## src/rtl/core/ctq_pkg.sv

```systemverilog
// shared types and codes for the coalescing transfer queue
// no dependencies, used by all files under rtl/core
package ctq_pkg;

    localparam logic       ACT_ENQUEUE = 1'b0;
    localparam logic       ACT_POP     = 1'b1;

    localparam logic [1:0] DEST_CONV   = 2'd0;
    localparam logic [1:0] DEST_DISP   = 2'd1;
    localparam logic [1:0] DEST_NONE   = 2'd3;

    localparam logic [2:0] ST_APPENDED  = 3'd0;
    localparam logic [2:0] ST_SAME_HEAD = 3'd1;
    localparam logic [2:0] ST_MERGED    = 3'd2;
    localparam logic [2:0] ST_DUPLICATE = 3'd3;
    localparam logic [2:0] ST_FULL      = 3'd4;
    localparam logic [2:0] ST_BAD_DEST  = 3'd5;
    localparam logic [2:0] ST_POPPED    = 3'd6;
    localparam logic [2:0] ST_POP_EMPTY = 3'd7;

    typedef struct packed {
        logic        action;
        logic [1:0]  destination;
        logic [31:0] payload;
        logic        link_busy;
    } t_in;

    typedef struct packed {
        logic [2:0]  status;
        logic        start_send;
        logic        head_valid;
        logic [1:0]  head_destination;
        logic [31:0] head_payload;
        logic [3:0]  occupancy;
    } t_out;

    // controller to datapath
    typedef struct packed {
        logic       load;
        logic       scan_start;
        logic       scan_step;
        logic       rd_head;
        logic       pop;
        logic       append;
        logic       merge;
        logic       out_load;
        logic [2:0] status;
        logic       start;
    } t_cmd;

    // datapath to controller
    typedef struct packed {
        logic is_pop;
        logic empty;
        logic full;
        logic bad_dest;
        logic busy;
        logic hit_head;
        logic hit_merge;
        logic hit_dup;
        logic scan_done;
        logic out_free;
    } t_sts;

endpackage

```

## src/rtl/core/ctq_datapath.sv

```systemverilog
// entry store, pointers, scan compare and result register of the queue
// depends on ctq_pkg
module ctq_datapath #(
    parameter int QUEUE_DEPTH = 16
) (
    input  logic          i_clk,
    input  logic          i_rst_n,
    input  ctq_pkg::t_in  i_in_data,
    input  ctq_pkg::t_cmd i_cmd,
    output ctq_pkg::t_sts o_sts,
    output logic          o_out_valid,
    input  logic          i_out_ready,
    output ctq_pkg::t_out o_out_data
);

    localparam int AW = (QUEUE_DEPTH > 1) ? $clog2(QUEUE_DEPTH) : 1;
    localparam logic [AW-1:0] LAST_SLOT = AW'(QUEUE_DEPTH - 1);

    typedef struct packed {
        logic [1:0]  dest;
        logic [31:0] payload;
    } t_entry;

    t_entry         r_mem [QUEUE_DEPTH];
    logic           r_vld [QUEUE_DEPTH];

    ctq_pkg::t_in   r_req;
    logic [AW-1:0]  r_rp;
    logic [AW-1:0]  r_wp;
    logic [AW-1:0]  r_scan_addr;
    logic [AW-1:0]  r_scan_cnt;

    t_entry         r_rd_word;
    logic           r_rd_ok;
    logic           r_rd_vld;
    logic           r_rd_first;
    logic [AW-1:0]  r_rd_addr;

    logic           r_out_vld;
    ctq_pkg::t_out  r_out;

    logic [AW-1:0]  occ;
    logic [AW+3:0]  occ_ext;
    logic           empty;
    logic [AW-1:0]  rd_addr;
    logic           wr_en;
    logic [AW-1:0]  wr_addr;
    logic [1:0]     rd_dest;
    logic [31:0]    rd_payload;
    logic           dest_eq;
    logic           pay_eq;
    logic           more;

    function automatic logic [AW-1:0] next_slot(input logic [AW-1:0] p);
        return (p == LAST_SLOT) ? '0 : p + 1'b1;
    endfunction

    always_comb begin
        if (r_wp >= r_rp) begin
            occ = r_wp - r_rp;
        end else begin
            occ = AW'({1'b0, r_wp} + (AW+1)'(QUEUE_DEPTH) - {1'b0, r_rp});
        end
    end

    assign occ_ext = {4'b0, occ};
    assign empty   = (r_rp == r_wp);
    assign more    = (r_scan_cnt < occ);

    assign rd_addr = i_cmd.rd_head ? r_rp : r_scan_addr;
    // a merge keeps the converter code, so one write port serves both
    assign wr_en   = i_cmd.append | i_cmd.merge;
    assign wr_addr = i_cmd.append ? r_wp : r_rd_addr;

    // never-written slots read as the reset entry
    assign rd_dest    = r_rd_ok ? r_rd_word.dest    : ctq_pkg::DEST_NONE;
    assign rd_payload = r_rd_ok ? r_rd_word.payload : 32'd0;
    assign dest_eq    = (rd_dest == r_req.destination);
    assign pay_eq     = (rd_payload == r_req.payload);

    always_ff @(posedge i_clk) begin
        if (wr_en) begin
            r_mem[wr_addr] <= '{dest: r_req.destination, payload: r_req.payload};
        end
        r_rd_word <= r_mem[rd_addr];
        r_rd_ok   <= r_vld[rd_addr];
        r_rd_addr <= rd_addr;
        r_rd_first <= (r_scan_cnt == '0);
        if (i_cmd.load) begin
            r_req <= i_in_data;
        end
        if (i_cmd.out_load) begin
            r_out.status           <= i_cmd.status;
            r_out.start_send       <= i_cmd.start;
            r_out.head_valid       <= !empty;
            r_out.head_destination <= rd_dest;
            r_out.head_payload     <= rd_payload;
            r_out.occupancy        <= occ_ext[3:0];
        end
    end

    always_ff @(posedge i_clk) begin
        if (!i_rst_n) begin
            for (int i = 0; i < QUEUE_DEPTH; i++) begin
                r_vld[i] <= 1'b0;
            end
        end else if (wr_en) begin
            r_vld[wr_addr] <= 1'b1;
        end
    end

    always_ff @(posedge i_clk) begin
        if (!i_rst_n) begin
            r_rp        <= '0;
            r_wp        <= '0;
            r_scan_addr <= '0;
            r_scan_cnt  <= '0;
            r_rd_vld    <= 1'b0;
            r_out_vld   <= 1'b0;
        end else begin
            if (i_cmd.pop) begin
                r_rp <= next_slot(r_rp);
            end
            if (i_cmd.append) begin
                r_wp <= next_slot(r_wp);
            end
            if (i_cmd.scan_start) begin
                r_scan_addr <= r_rp;
                r_scan_cnt  <= '0;
                r_rd_vld    <= 1'b0;
            end else if (i_cmd.scan_step) begin
                r_rd_vld <= more;
                if (more) begin
                    r_scan_addr <= next_slot(r_scan_addr);
                    r_scan_cnt  <= r_scan_cnt + 1'b1;
                end
            end else begin
                r_rd_vld <= 1'b0;
            end
            if (i_cmd.out_load) begin
                r_out_vld <= 1'b1;
            end else if (i_out_ready) begin
                r_out_vld <= 1'b0;
            end
        end
    end

    always_comb begin
        o_sts.is_pop    = (r_req.action == ctq_pkg::ACT_POP);
        o_sts.empty     = empty;
        o_sts.full      = (occ == LAST_SLOT);
        o_sts.bad_dest  = r_req.destination[1];
        o_sts.busy      = r_req.link_busy;
        // head and display match on both fields, converters on dest
        o_sts.hit_head  = r_rd_vld && r_rd_first && dest_eq && pay_eq;
        o_sts.hit_merge = r_rd_vld && !r_rd_first && dest_eq
                          && (r_req.destination == ctq_pkg::DEST_CONV);
        o_sts.hit_dup   = r_rd_vld && !r_rd_first && dest_eq && pay_eq
                          && (r_req.destination == ctq_pkg::DEST_DISP);
        o_sts.scan_done = !r_rd_vld && !more;
        o_sts.out_free  = !r_out_vld || i_out_ready;
    end

    assign o_out_valid = r_out_vld;
    assign o_out_data  = r_out;

    a_append_not_full: assert property (@(posedge i_clk) disable iff (!i_rst_n)
        i_cmd.append |-> (occ != LAST_SLOT))
        else $error("append into a full queue");

    a_merge_conv: assert property (@(posedge i_clk) disable iff (!i_rst_n)
        i_cmd.merge |-> (rd_dest == ctq_pkg::DEST_CONV) && r_rd_ok)
        else $error("merge into a slot that is not a queued converter entry");

    a_pop_moves: assert property (@(posedge i_clk) disable iff (!i_rst_n)
        i_cmd.pop |-> !empty ##1 (r_rp != $past(r_rp)))
        else $error("pop on empty queue or read pointer did not move");

    a_out_load_free: assert property (@(posedge i_clk) disable iff (!i_rst_n)
        i_cmd.out_load |-> (!r_out_vld || i_out_ready))
        else $error("result register overwritten while a beat waits");

endmodule

```

## src/rtl/core/ctq_ctrl.sv

```systemverilog
// sequencer of the queue: decides, scans when needed, commits, then presents the result
// depends on ctq_pkg
module ctq_ctrl (
    input  logic          i_clk,
    input  logic          i_rst_n,
    input  logic          i_in_valid,
    output logic          o_in_ready,
    input  ctq_pkg::t_sts i_sts,
    output ctq_pkg::t_cmd o_cmd
);

    typedef enum logic [2:0] {
        S_IDLE,
        S_DECIDE,
        S_SCAN,
        S_APPEND,
        S_HREAD,
        S_RESULT
    } t_state;

    t_state     r_state;
    t_state     n_state;
    logic [2:0] r_status;
    logic [2:0] n_status;
    logic       r_start;
    logic       n_start;

    always_comb begin
        n_state  = r_state;
        n_status = r_status;
        n_start  = r_start;
        o_cmd    = '0;
        o_cmd.status = r_status;
        o_cmd.start  = r_start;
        case (r_state)
            S_IDLE: begin
                if (i_in_valid) begin
                    o_cmd.load = 1'b1;
                    n_start    = 1'b0;
                    n_state    = S_DECIDE;
                end
            end
            S_DECIDE: begin
                n_state = S_HREAD;
                if (i_sts.is_pop) begin
                    if (i_sts.empty) begin
                        n_status = ctq_pkg::ST_POP_EMPTY;
                    end else begin
                        o_cmd.pop = 1'b1;
                        n_status  = ctq_pkg::ST_POPPED;
                    end
                end else if (i_sts.full) begin
                    n_status = ctq_pkg::ST_FULL;
                end else if (i_sts.bad_dest) begin
                    n_status = ctq_pkg::ST_BAD_DEST;
                end else if (i_sts.empty) begin
                    n_state = S_APPEND;
                end else begin
                    o_cmd.scan_start = 1'b1;
                    n_state          = S_SCAN;
                end
            end
            S_SCAN: begin
                o_cmd.scan_step = 1'b1;
                if (i_sts.hit_head) begin
                    n_status = ctq_pkg::ST_SAME_HEAD;
                    n_state  = S_HREAD;
                end else if (i_sts.hit_merge) begin
                    o_cmd.merge = 1'b1;
                    n_status    = ctq_pkg::ST_MERGED;
                    n_state     = S_HREAD;
                end else if (i_sts.hit_dup) begin
                    n_status = ctq_pkg::ST_DUPLICATE;
                    n_state  = S_HREAD;
                end else if (i_sts.scan_done) begin
                    n_state = S_APPEND;
                end
            end
            S_APPEND: begin
                o_cmd.append = 1'b1;
                n_status     = ctq_pkg::ST_APPENDED;
                n_start      = !i_sts.busy;
                n_state      = S_HREAD;
            end
            S_HREAD: begin
                o_cmd.rd_head = 1'b1;
                n_state       = S_RESULT;
            end
            S_RESULT: begin
                // keep the head word on the read port while the result waits
                o_cmd.rd_head = 1'b1;
                if (i_sts.out_free) begin
                    o_cmd.out_load = 1'b1;
                    n_state        = S_IDLE;
                end
            end
            default: begin
                n_state = S_IDLE;
            end
        endcase
    end

    always_ff @(posedge i_clk) begin
        if (!i_rst_n) begin
            r_state  <= S_IDLE;
            r_status <= ctq_pkg::ST_APPENDED;
            r_start  <= 1'b0;
        end else begin
            r_state  <= n_state;
            r_status <= n_status;
            r_start  <= n_start;
        end
    end

    assign o_in_ready = (r_state == S_IDLE);

    a_start_only_append: assert property (@(posedge i_clk) disable iff (!i_rst_n)
        o_cmd.out_load && o_cmd.start |-> (o_cmd.status == ctq_pkg::ST_APPENDED))
        else $error("start beat raised without an append");

    a_one_commit: assert property (@(posedge i_clk) disable iff (!i_rst_n)
        $countones({o_cmd.pop, o_cmd.append, o_cmd.merge}) <= 1)
        else $error("more than one queue update in a cycle");

endmodule

```

## src/rtl/core/coalescing_transfer_queue.sv

```systemverilog
// coalescing transfer queue for a converter and a display destination
// top level: joins ctq_ctrl and ctq_datapath, depends on ctq_pkg
//
// usage: a request beat on the input channel either enqueues a transfer
// (action 0) or pops the head that the link has finished (action 1). every
// request gives exactly one result beat with a status code, a start-send
// flag and a view of the head entry and occupancy after the request.
// the ring holds QUEUE_DEPTH-1 requests. a display request equal to a queued
// one is dropped, a converter request rewrites the first queued converter
// entry behind the head, a request equal to the head is dropped.
// timing: one request at a time. pops, full and bad destination pass through
// the decide, head read and result states; an enqueue walks the queued
// entries through the single read port of the entry store, one per cycle,
// appends unless a match ends the walk, then reads the head and presents it.
// reset clears the pointers and marks every slot unwritten, so the head view
// shows destination 3 and payload 0 for slots never written.
// a stalled receiver holds the result in the output register; the next
// request is taken meanwhile and finishes once that beat has left.
module coalescing_transfer_queue #(
    parameter int QUEUE_DEPTH = 16
) (
    input  logic          i_clk,
    input  logic          i_rst_n,
    input  logic          i_in_valid,
    output logic          o_in_ready,
    input  ctq_pkg::t_in  i_in_data,
    output logic          o_out_valid,
    input  logic          i_out_ready,
    output ctq_pkg::t_out o_out_data
);

    ctq_pkg::t_cmd cmd;
    ctq_pkg::t_sts sts;

    ctq_ctrl u_ctrl (
        .i_clk      (i_clk),
        .i_rst_n    (i_rst_n),
        .i_in_valid (i_in_valid),
        .o_in_ready (o_in_ready),
        .i_sts      (sts),
        .o_cmd      (cmd)
    );

    ctq_datapath #(
        .QUEUE_DEPTH (QUEUE_DEPTH)
    ) u_datapath (
        .i_clk       (i_clk),
        .i_rst_n     (i_rst_n),
        .i_in_data   (i_in_data),
        .i_cmd       (cmd),
        .o_sts       (sts),
        .o_out_valid (o_out_valid),
        .i_out_ready (i_out_ready),
        .o_out_data  (o_out_data)
    );

endmodule
```

## config.mk

```make
export PLATFORM = sky130hd
export DESIGN_NAME = coalescing_transfer_queue
export DESIGN_NICKNAME = d
export VERILOG_FILES = /design/src/rtl/core/ctq_pkg.sv /design/src/rtl/core/ctq_datapath.sv /design/src/rtl/core/ctq_ctrl.sv /design/src/rtl/core/coalescing_transfer_queue.sv
export SDC_FILE = /design/constraint.sdc
export NUM_CORES = 1
export LEC_CHECK = 0
export ABC_AREA = 1
export BUFFER_PORTS_ARGS = -buffer_cell sky130_fd_sc_hd__buf_2
export CORE_UTILIZATION = 45
export CTS_BUF_LIST = sky130_fd_sc_hd__clkbuf_8 sky130_fd_sc_hd__clkbuf_16
export CTS_CLUSTER_SIZE = 30
export DETAILED_ROUTE_END_ITERATION = 8
export PLACE_DENSITY_LB_ADDON = 0.12
export SLEW_MARGIN = 20
export SYNTH_ARGS = -nofsm -noshare
export SYNTH_HDL_FRONTEND = slang
export SYNTH_SLANG_ARGS = --single-unit
```

## constraint.sdc

```tcl
create_clock -name i_clk -period 4.2 [get_ports i_clk]
set_input_delay 0.84 -clock i_clk [delete_from_list [all_inputs] [get_ports i_clk]]
set_output_delay 0.84 -clock i_clk [all_outputs]
set_load 0.1 [all_outputs]
```

Word-level counts from Yosys, hierarchy flattened
Memories as Yosys holds them, arrays and structs flattened. A register that Yosys moved wholly into a read port is not among the register bits.
Index checks and enable logic that the tools add are counted.
{ "totals": {"output_inout_bits": 45, "word_cells": 145, "input_bits": 40, "ff_bits": 109, "mem_bits_rw": 560, "mem_count": 2} }
{ "classes": {"mux": 59, "addsub": 7, "order_cmp": 2, "n_bitwise": 3, "eq_ne": 18, "reduce_logical": 33} }
{ "mem_list": {"columns": ["memory", "words", "word_bits", "read_ports", "rd_ports_with_merged_regs", "wr", "line", "rtl"], "rows": [
  ["u_datapath.r_mem", 16, 34, 1, 1, 1, "ctq_datapath.sv:24", "t_entry r_mem [QUEUE_DEPTH];"],
  ["u_datapath.r_vld", 16, 1, 1, 1, 16, "ctq_datapath.sv:25", "logic r_vld [QUEUE_DEPTH];"]
]} }
{ "op_table": {"columns": ["operator", "count"], "rows": [
  ["two-way mux 3 bit", 15],
  ["two-way mux 4 bit", 10],
  ["== test 32 bit", 1],
  ["two-way mux 32 bit", 1],
  ["two-way mux 1 bit", 29],
  ["adder 4 x 1 -> 4 bit, second input constant", 5],
  ["case mux 3 bit (6 select lines)", 1],
  ["== test 4 bit, second input constant", 4],
  ["logical AND 1 bit", 9],
  ["case mux 3 bit (3 select lines)", 1],
  ["nonzero test 2 bit", 4],
  ["subtractor 4 bit", 2],
  ["== test 3 x 2 -> 1 bit, second input constant", 2],
  ["== test 3 bit, second input constant", 2],
  ["logical NOT 1 bit", 6],
  ["AND reduction 2 bit", 3],
  ["AND reduction 3 bit", 2],
  ["!= test 5 bit, second input constant", 1],
  ["== test 4 bit", 1],
  [">= comparator 4 bit", 1],
  ["logical NOT 4 bit", 1],
  ["less-than comparator 4 bit", 1],
  ["!= test 2 bit, second input constant", 2],
  ["!= test 4 x 2 -> 1 bit, second input constant", 1],
  ["15 further kinds", 17]
]} }

Logic depth before layout (Yosys ltp)
{ "logic_depth": {"word_depth": 13, "depth_mapped": 17, "mapped_depth_nobuf": 16} }

By module
A second synthesis with hierarchy kept.
{ "hier_totals": {"hier_cells": 2755, "hier_area_um2": 29261.8} }
{ "by_module_without_submodules": {"columns": ["module", "instances", "seq_area_each_um2", "cells_each", "area_each_um2"], "rows": [
  ["ctq_datapath", 1, 20189.4, 2669, 28728.8],
  ["ctq_ctrl", 1, 140.1, 86, 533.0]
]} }

Least setup slack after synthesis
No wires, ideal clock.
{ "synth_path": {"kind": "register to register", "startpoint": "reg u_ctrl.r_state[1]", "endpoint": "mem u_datapath.r_mem[0][0] in the netlist's numbering, enable pin", "required_ns": 3.730, "stages_incl_launch_ff": 12, "setup_ns": 0.470, "path_buffers": 1, "t_arrival_ns": 3.675, "setup_slack_ns": 0.055, "synth_period_minus_slack_ns": 4.145, "cell_sequence": "dfxtp_1 inv_2 nor2_1 inv_2 nor2_8 inv_2 buf_6 o21ai_1 inv_1 nor2_1 nand2_1 nor3_1"} }
{ "synth_between": {"elab_chain_len": 5, "elab_cells_between_ends": 8, "cone_classes": "eq/ne (2); mux (5); bitwise (1)"} }
{ "synth_rtl": {"columns": ["element", "line", "rtl"], "rows": [
  ["start, declared", "ctq_ctrl.sv:21", "t_state r_state;"],
  ["start signal, assigned", "ctq_ctrl.sv:109", "r_state <= n_state;"],
  ["== test 3 x 2 -> 1 bit", "ctq_ctrl.sv:35", "case (r_state)"],
  ["two-way mux 1 bit", "ctq_ctrl.sv:35", null],
  ["OR 1 bit", "ctq_datapath.sv:72", "assign wr_en = i_cmd.append | i_cmd.merge;"],
  ["two-way mux 1 bit", "ctq_datapath.sv:82", "if (wr_en) begin"],
  ["two-way mux 1 bit (not written as such)", "ctq_datapath.sv:83", "r_mem[wr_addr] <= '{dest: r_req.destination, payload: r_req.payload};"],
  ["end, declared", "ctq_datapath.sv:24", null]
]} }
Several ways; a longest one is shown, not always the timed one.

Final worst setup path
{ "layout_path": {"startpoint": "reg u_datapath.r_req, in the netlist u_datapath.o_sts[6]", "endpoint": "mem u_datapath.r_mem[9][2] in the netlist's numbering, enable pin"} }
{ "layout_between": {"elab_chain_len": 9, "elab_cells_between_ends": 12, "cone_classes": "eq/ne (1); mux (5); bitwise (1); reduce/logical (5)"} }
{ "layout_rtl": {"columns": ["element", "line", "rtl"], "rows": [
  ["start, declared", "ctq_datapath.sv:27", "ctq_pkg::t_in r_req;"],
  ["start signal, assigned", "ctq_datapath.sv:90", "r_req <= i_in_data;"],
  ["== test 2 bit", "ctq_datapath.sv:78", "assign dest_eq = (rd_dest == r_req.destination);"],
  ["logical AND 1 bit", "ctq_datapath.sv:156", "o_sts.hit_merge = r_rd_vld && !r_rd_first && dest_eq"],
  ["logical AND 1 bit", "ctq_datapath.sv:157", "&& (r_req.destination == ctq_pkg::DEST_CONV);"],
  ["two-way mux 1 bit", "ctq_ctrl.sv:68", "end else if (i_sts.hit_merge) begin"],
  ["two-way mux 1 bit (*)", "ctq_ctrl.sv:65", "if (i_sts.hit_head) begin"],
  ["two-way mux 1 bit (*)", "ctq_ctrl.sv:35", null],
  ["OR 1 bit (*)", "ctq_datapath.sv:72", null],
  ["two-way mux 1 bit (*)", "ctq_datapath.sv:82", null],
  ["two-way mux 1 bit (not written as such) (*)", "ctq_datapath.sv:83", null]
]} }
Mark *: on every way between the ends. The rest lies on a longest branch, timed or not.

==> flow_metrics.tcl <==
set metrics [dict create \
    status "complete, no violations" \
    post-route-period-util_pct 71.53 \
    slew_viol_final 0 \
    drc 0 \
    fmax_mhz 332.8 \
    n_antenna_cell 0 \
    worstSetupStartpointType "flop" \
    core-area_um2 60360 \
    clock_skew_ns 0.02131 \
    fillCellCount 5165 \
    multi_input_area_um2 6252 \
    post-route-cell-area_um2 31200 \
    hold_path.class "primary input to flop" \
    crit_fanout 20 \
    initial_core_util_pct 45.56 \
    power_density_nw_per_um2 524.6 \
    grtUsageTotal_pct 22.78 \
    p_seq_share_pct 50.7 \
    synth_cells 2147 \
    ys_seq_area_share_pct 73.93 \
    grt_pass1_wl_um 106800 \
    clkPwrFrac_pct 37.7 \
    boundaryPins 85 \
    synth_nets 2199 \
    grt_pass1_vias 17000 \
    clockRootBuffer "clkbuf_16" \
    grt_max_degree 196 \
    synth.area.top_cells "edfxtp_1 68%, dfxtp_1 5.9%, nor2_1 5.0%" \
    dr.pass1.iters 5 \
    async_reset_ff_share_pct 0 \
    place_area_um2 28920 \
    netlist_area_um2 27500 \
    numCtsBuffers 76 \
    area_growth_syn_to_layout_pct 13.46 \
    clk_pin_slew_ns 0.06 \
    htreeDepth 3 \
    wl_per_cell_um 22.87 \
    antenna_left 0 \
    overflow 0 \
    post_cts_buffers 0 \
    yosys.area.top_type "edfxtp_1" \
    fin_nets 2291 \
    hold_end "u_datapath.r_req[14]$_DFFE_PP_" \
    end_kind "flop" \
    die_area_um2 62100 \
    regToRegSetupSlack_ns 1.20 \
    cts-resized-gates 0 \
    slew_headroom_pct 29.50 \
    clkLatencyLatePin_ns 0.60 \
    setup_viol 0 \
    fp.dieH_um 249.2 \
    critical_path_arrival_ns 3.30 \
    cts_tree "yes" \
    hold_depth 1 \
    r2r-start "u_datapath.o_sts[6]$_DFFE_PP_" \
    layout-drive-gt1-share_pct 12.28 \
    ctsHoldBuffers 0 \
    power.total_mw 16.37 \
    synth_edf_count 623 \
    synthFlopType "edfxtp_1" \
    totalWireLength_um 70410 \
    tns_ns 0 \
    io_buffers 84 \
    dp_hpwl_um 38640 \
    drt_iter0_markers 1422 \
    ys_warn_count 0 \
    antenna_found_initial 0 \
    p_int_mw 12.04 \
    reg2reg_depth 8 \
    finalCriticalPeriod_ns 3.004 \
    die_w_um 249.2 \
    required_ns 4.49 \
    drv_cap 0 \
    synth.lib_cells_used.distinct 41 \
    register_area_um2 20330 \
    p_sw_share_pct 26.45 \
    viasPerCell 5.644 \
    leakage_nw 10.87 \
    synth_top_area_share_pct 68.03 \
    min_from "i_in_data[14]" \
    timing.final.hold_violations 0 \
    syn_area_per_cell_um2 12.81 \
    synth_seq_cells 704 \
    rsz0062_at_grt "no" \
    combPwrFrac_pct 11.6 \
    critPathKind "flop to flop" \
    p_switching_mw 4.329 \
    worstMarginPinSlew_ns 1.058 \
    clock_path_buffers 3 \
    clock-sinks 704 \
    irDropWorstVdd_mv 0.3407 \
    worst_r2r_endpoint "u_datapath.r_mem[9][2]$_DFFE_PP_" \
    vias 17370 \
    rows 90 \
    gp_congestion 0.8196 \
]
-- state kept, by name, summed over array words and instances, names as in the netlist --
| register | flops |
|---|---|
| u_datapath.r_mem | 544 |
| u_datapath.r_rd_vld | 1 |
| u_datapath.r_req | 33 |
| u_datapath.r_scan_cnt | 4 |
| u_datapath.r_rd_addr | 4 |
| u_datapath.r_wp | 4 |
| u_datapath.o_sts | 3 |
| u_datapath.r_rd_ok | 1 |
| u_ctrl.r_state | 3 |
| u_datapath.o_out_data | 43 |
| u_ctrl.r_start | 1 |
| u_datapath.r_rp | 4 |
| u_datapath.o_out_valid | 1 |
| u_datapath.r_rd_word | 34 |
| u_datapath.r_scan_addr | 4 |
| u_ctrl.r_status | 3 |
| u_datapath.r_rd_first | 1 |
| u_datapath.r_vld | 16 |
-- cell usage after synthesis, drive strengths merged (2+ instances only) --
| cell type | n |
|---|---|
| o221ai | 102 |
| xnor2 | 2 |
| inv | 118 |
| and3 | 2 |
| dfxtp | 81 |
| nand4 | 6 |
| buf | 59 |
| nor3 | 9 |
| ha | 11 |
| nor4 | 7 |
| nand3 | 68 |
| or2 | 5 |
| a21oi | 15 |
| clkbuf | 63 |
| edfxtp | 623 |
| nand3b | 2 |
| a211oi | 3 |
| o21a | 2 |
| a31oi | 4 |
| nand2 | 213 |
| o22ai | 38 |
| a21boi | 2 |
| nor2 | 369 |
| o211ai | 39 |
| o21ai | 297 |
| xor2 | 4 |
-- metal layers --
layer	GRT usage (%)	vias to the layer above	wire [um]
li1	-	8030	-
met1	32.28	8651	31810
met2	35.77	594	32410
met3	4.107	96	4621
met4	7.160	0	1567
met5	0	-	0
-- metrics by stage --
stage                     setup WS [ns]  std cells  hold WS, ns  util [%]
after floorplan                 0.05529       2147       0.4061         -
after global placement            1.295       2943       0.4286     47.91
after detailed placement          1.141       2943       0.4221     47.91
after CTS                         1.128       3078       0.3707     51.69
after global routing             0.9135       3078       0.3910     51.69
final                             1.196       3078       0.4073     51.69
-- kinds of logic (layout without fill, tap and decap cells) --
group | count (synthesis) | after routing | share of synthesized area [%]
flops | 704 | 704 | 73.93
simple gates | 682 | 682 | 10.16
compound gates | 502 | 502 | 11.25
buf+inv | 241 | 390 | 3.904
fa+ha+maj | 12 | 12 | 0.5733
xor+xnor | 6 | 6 | 0.1911
-- placed cells by master, fill, tap and decap left out, drive strengths merged --
cell	instances
a211oi	3
a21boi	2
a21oi	15
a31oi	4
and3	2
buf	136
bufinv	2
clkbuf	82
clkinv	24
clkinvlp	3
dfxtp	81
edfxtp	623
fa	1
ha	11
inv	143
nand2	213
nand3	68
nand3b	2
nand4	6
nor2	369
nor3	9
nor3b	1
nor4	7
o211ai	39
o21a	2
o21ai	297
o221ai	102
o22ai	38
or2	5
xnor2	2
xor2	4
-- worst max path at each step --
stage,from,end,slack [ns],depth (start not counted)
floorplan,u_ctrl.r_state[1]$_SDFFE_PN0P_,u_datapath.r_mem[0][0]$_DFFE_PP_,0.06,11
global placement,u_datapath.o_sts[6]$_DFFE_PP_,u_datapath.r_mem[9][9]$_DFFE_PP_,1.30,8
detailed placement,u_datapath.o_sts[6]$_DFFE_PP_,u_datapath.r_mem[9][33]$_DFFE_PP_,1.14,8
CTS,u_datapath.o_sts[6]$_DFFE_PP_,u_datapath.r_mem[9][33]$_DFFE_PP_,1.13,8
global route,u_datapath.r_req[33]$_DFFE_PP_,u_datapath.r_mem[9][4]$_DFFE_PP_,0.91,9
finish,u_datapath.o_sts[6]$_DFFE_PP_,u_datapath.r_mem[9][2]$_DFFE_PP_,1.20,8
-- critical path, stage by stage, from the launching register on --
cell and delay [ns]:
edfxtp_1 0.80, a21boi_1 0.24, o21ai_1 0.09, nor2_1 0.14
nand4_1 0.14, nand2_1 0.13, inv_2 0.22, nor4_4 0.59
buf_4 0.33
-- power groups by stage --
stage          clock, mW  sequential (mW)  combinational, mW
4_1_cts             6.30             8.30               1.91
2_1_floorplan          0             8.49               1.12
6_report            6.18             8.30               1.89
3_3_place_gp           0             8.44               1.89
3_5_place_dp           0             8.44               1.90
5_1_grt             6.57             8.33               2.08
-- area by class of cell --
cell class,instances,area share (%)
Inverter,119,1.464
Timing Repair Buffer,136,2.879
Clock inverter,53,0.9263
Clock buffer,82,6.396
Multi-Input combinational cell,1202,20.04
Sequential cell,704,65.16
Tap cell,782,3.136
Note: power is estimated with default switching activity, not from simulation.
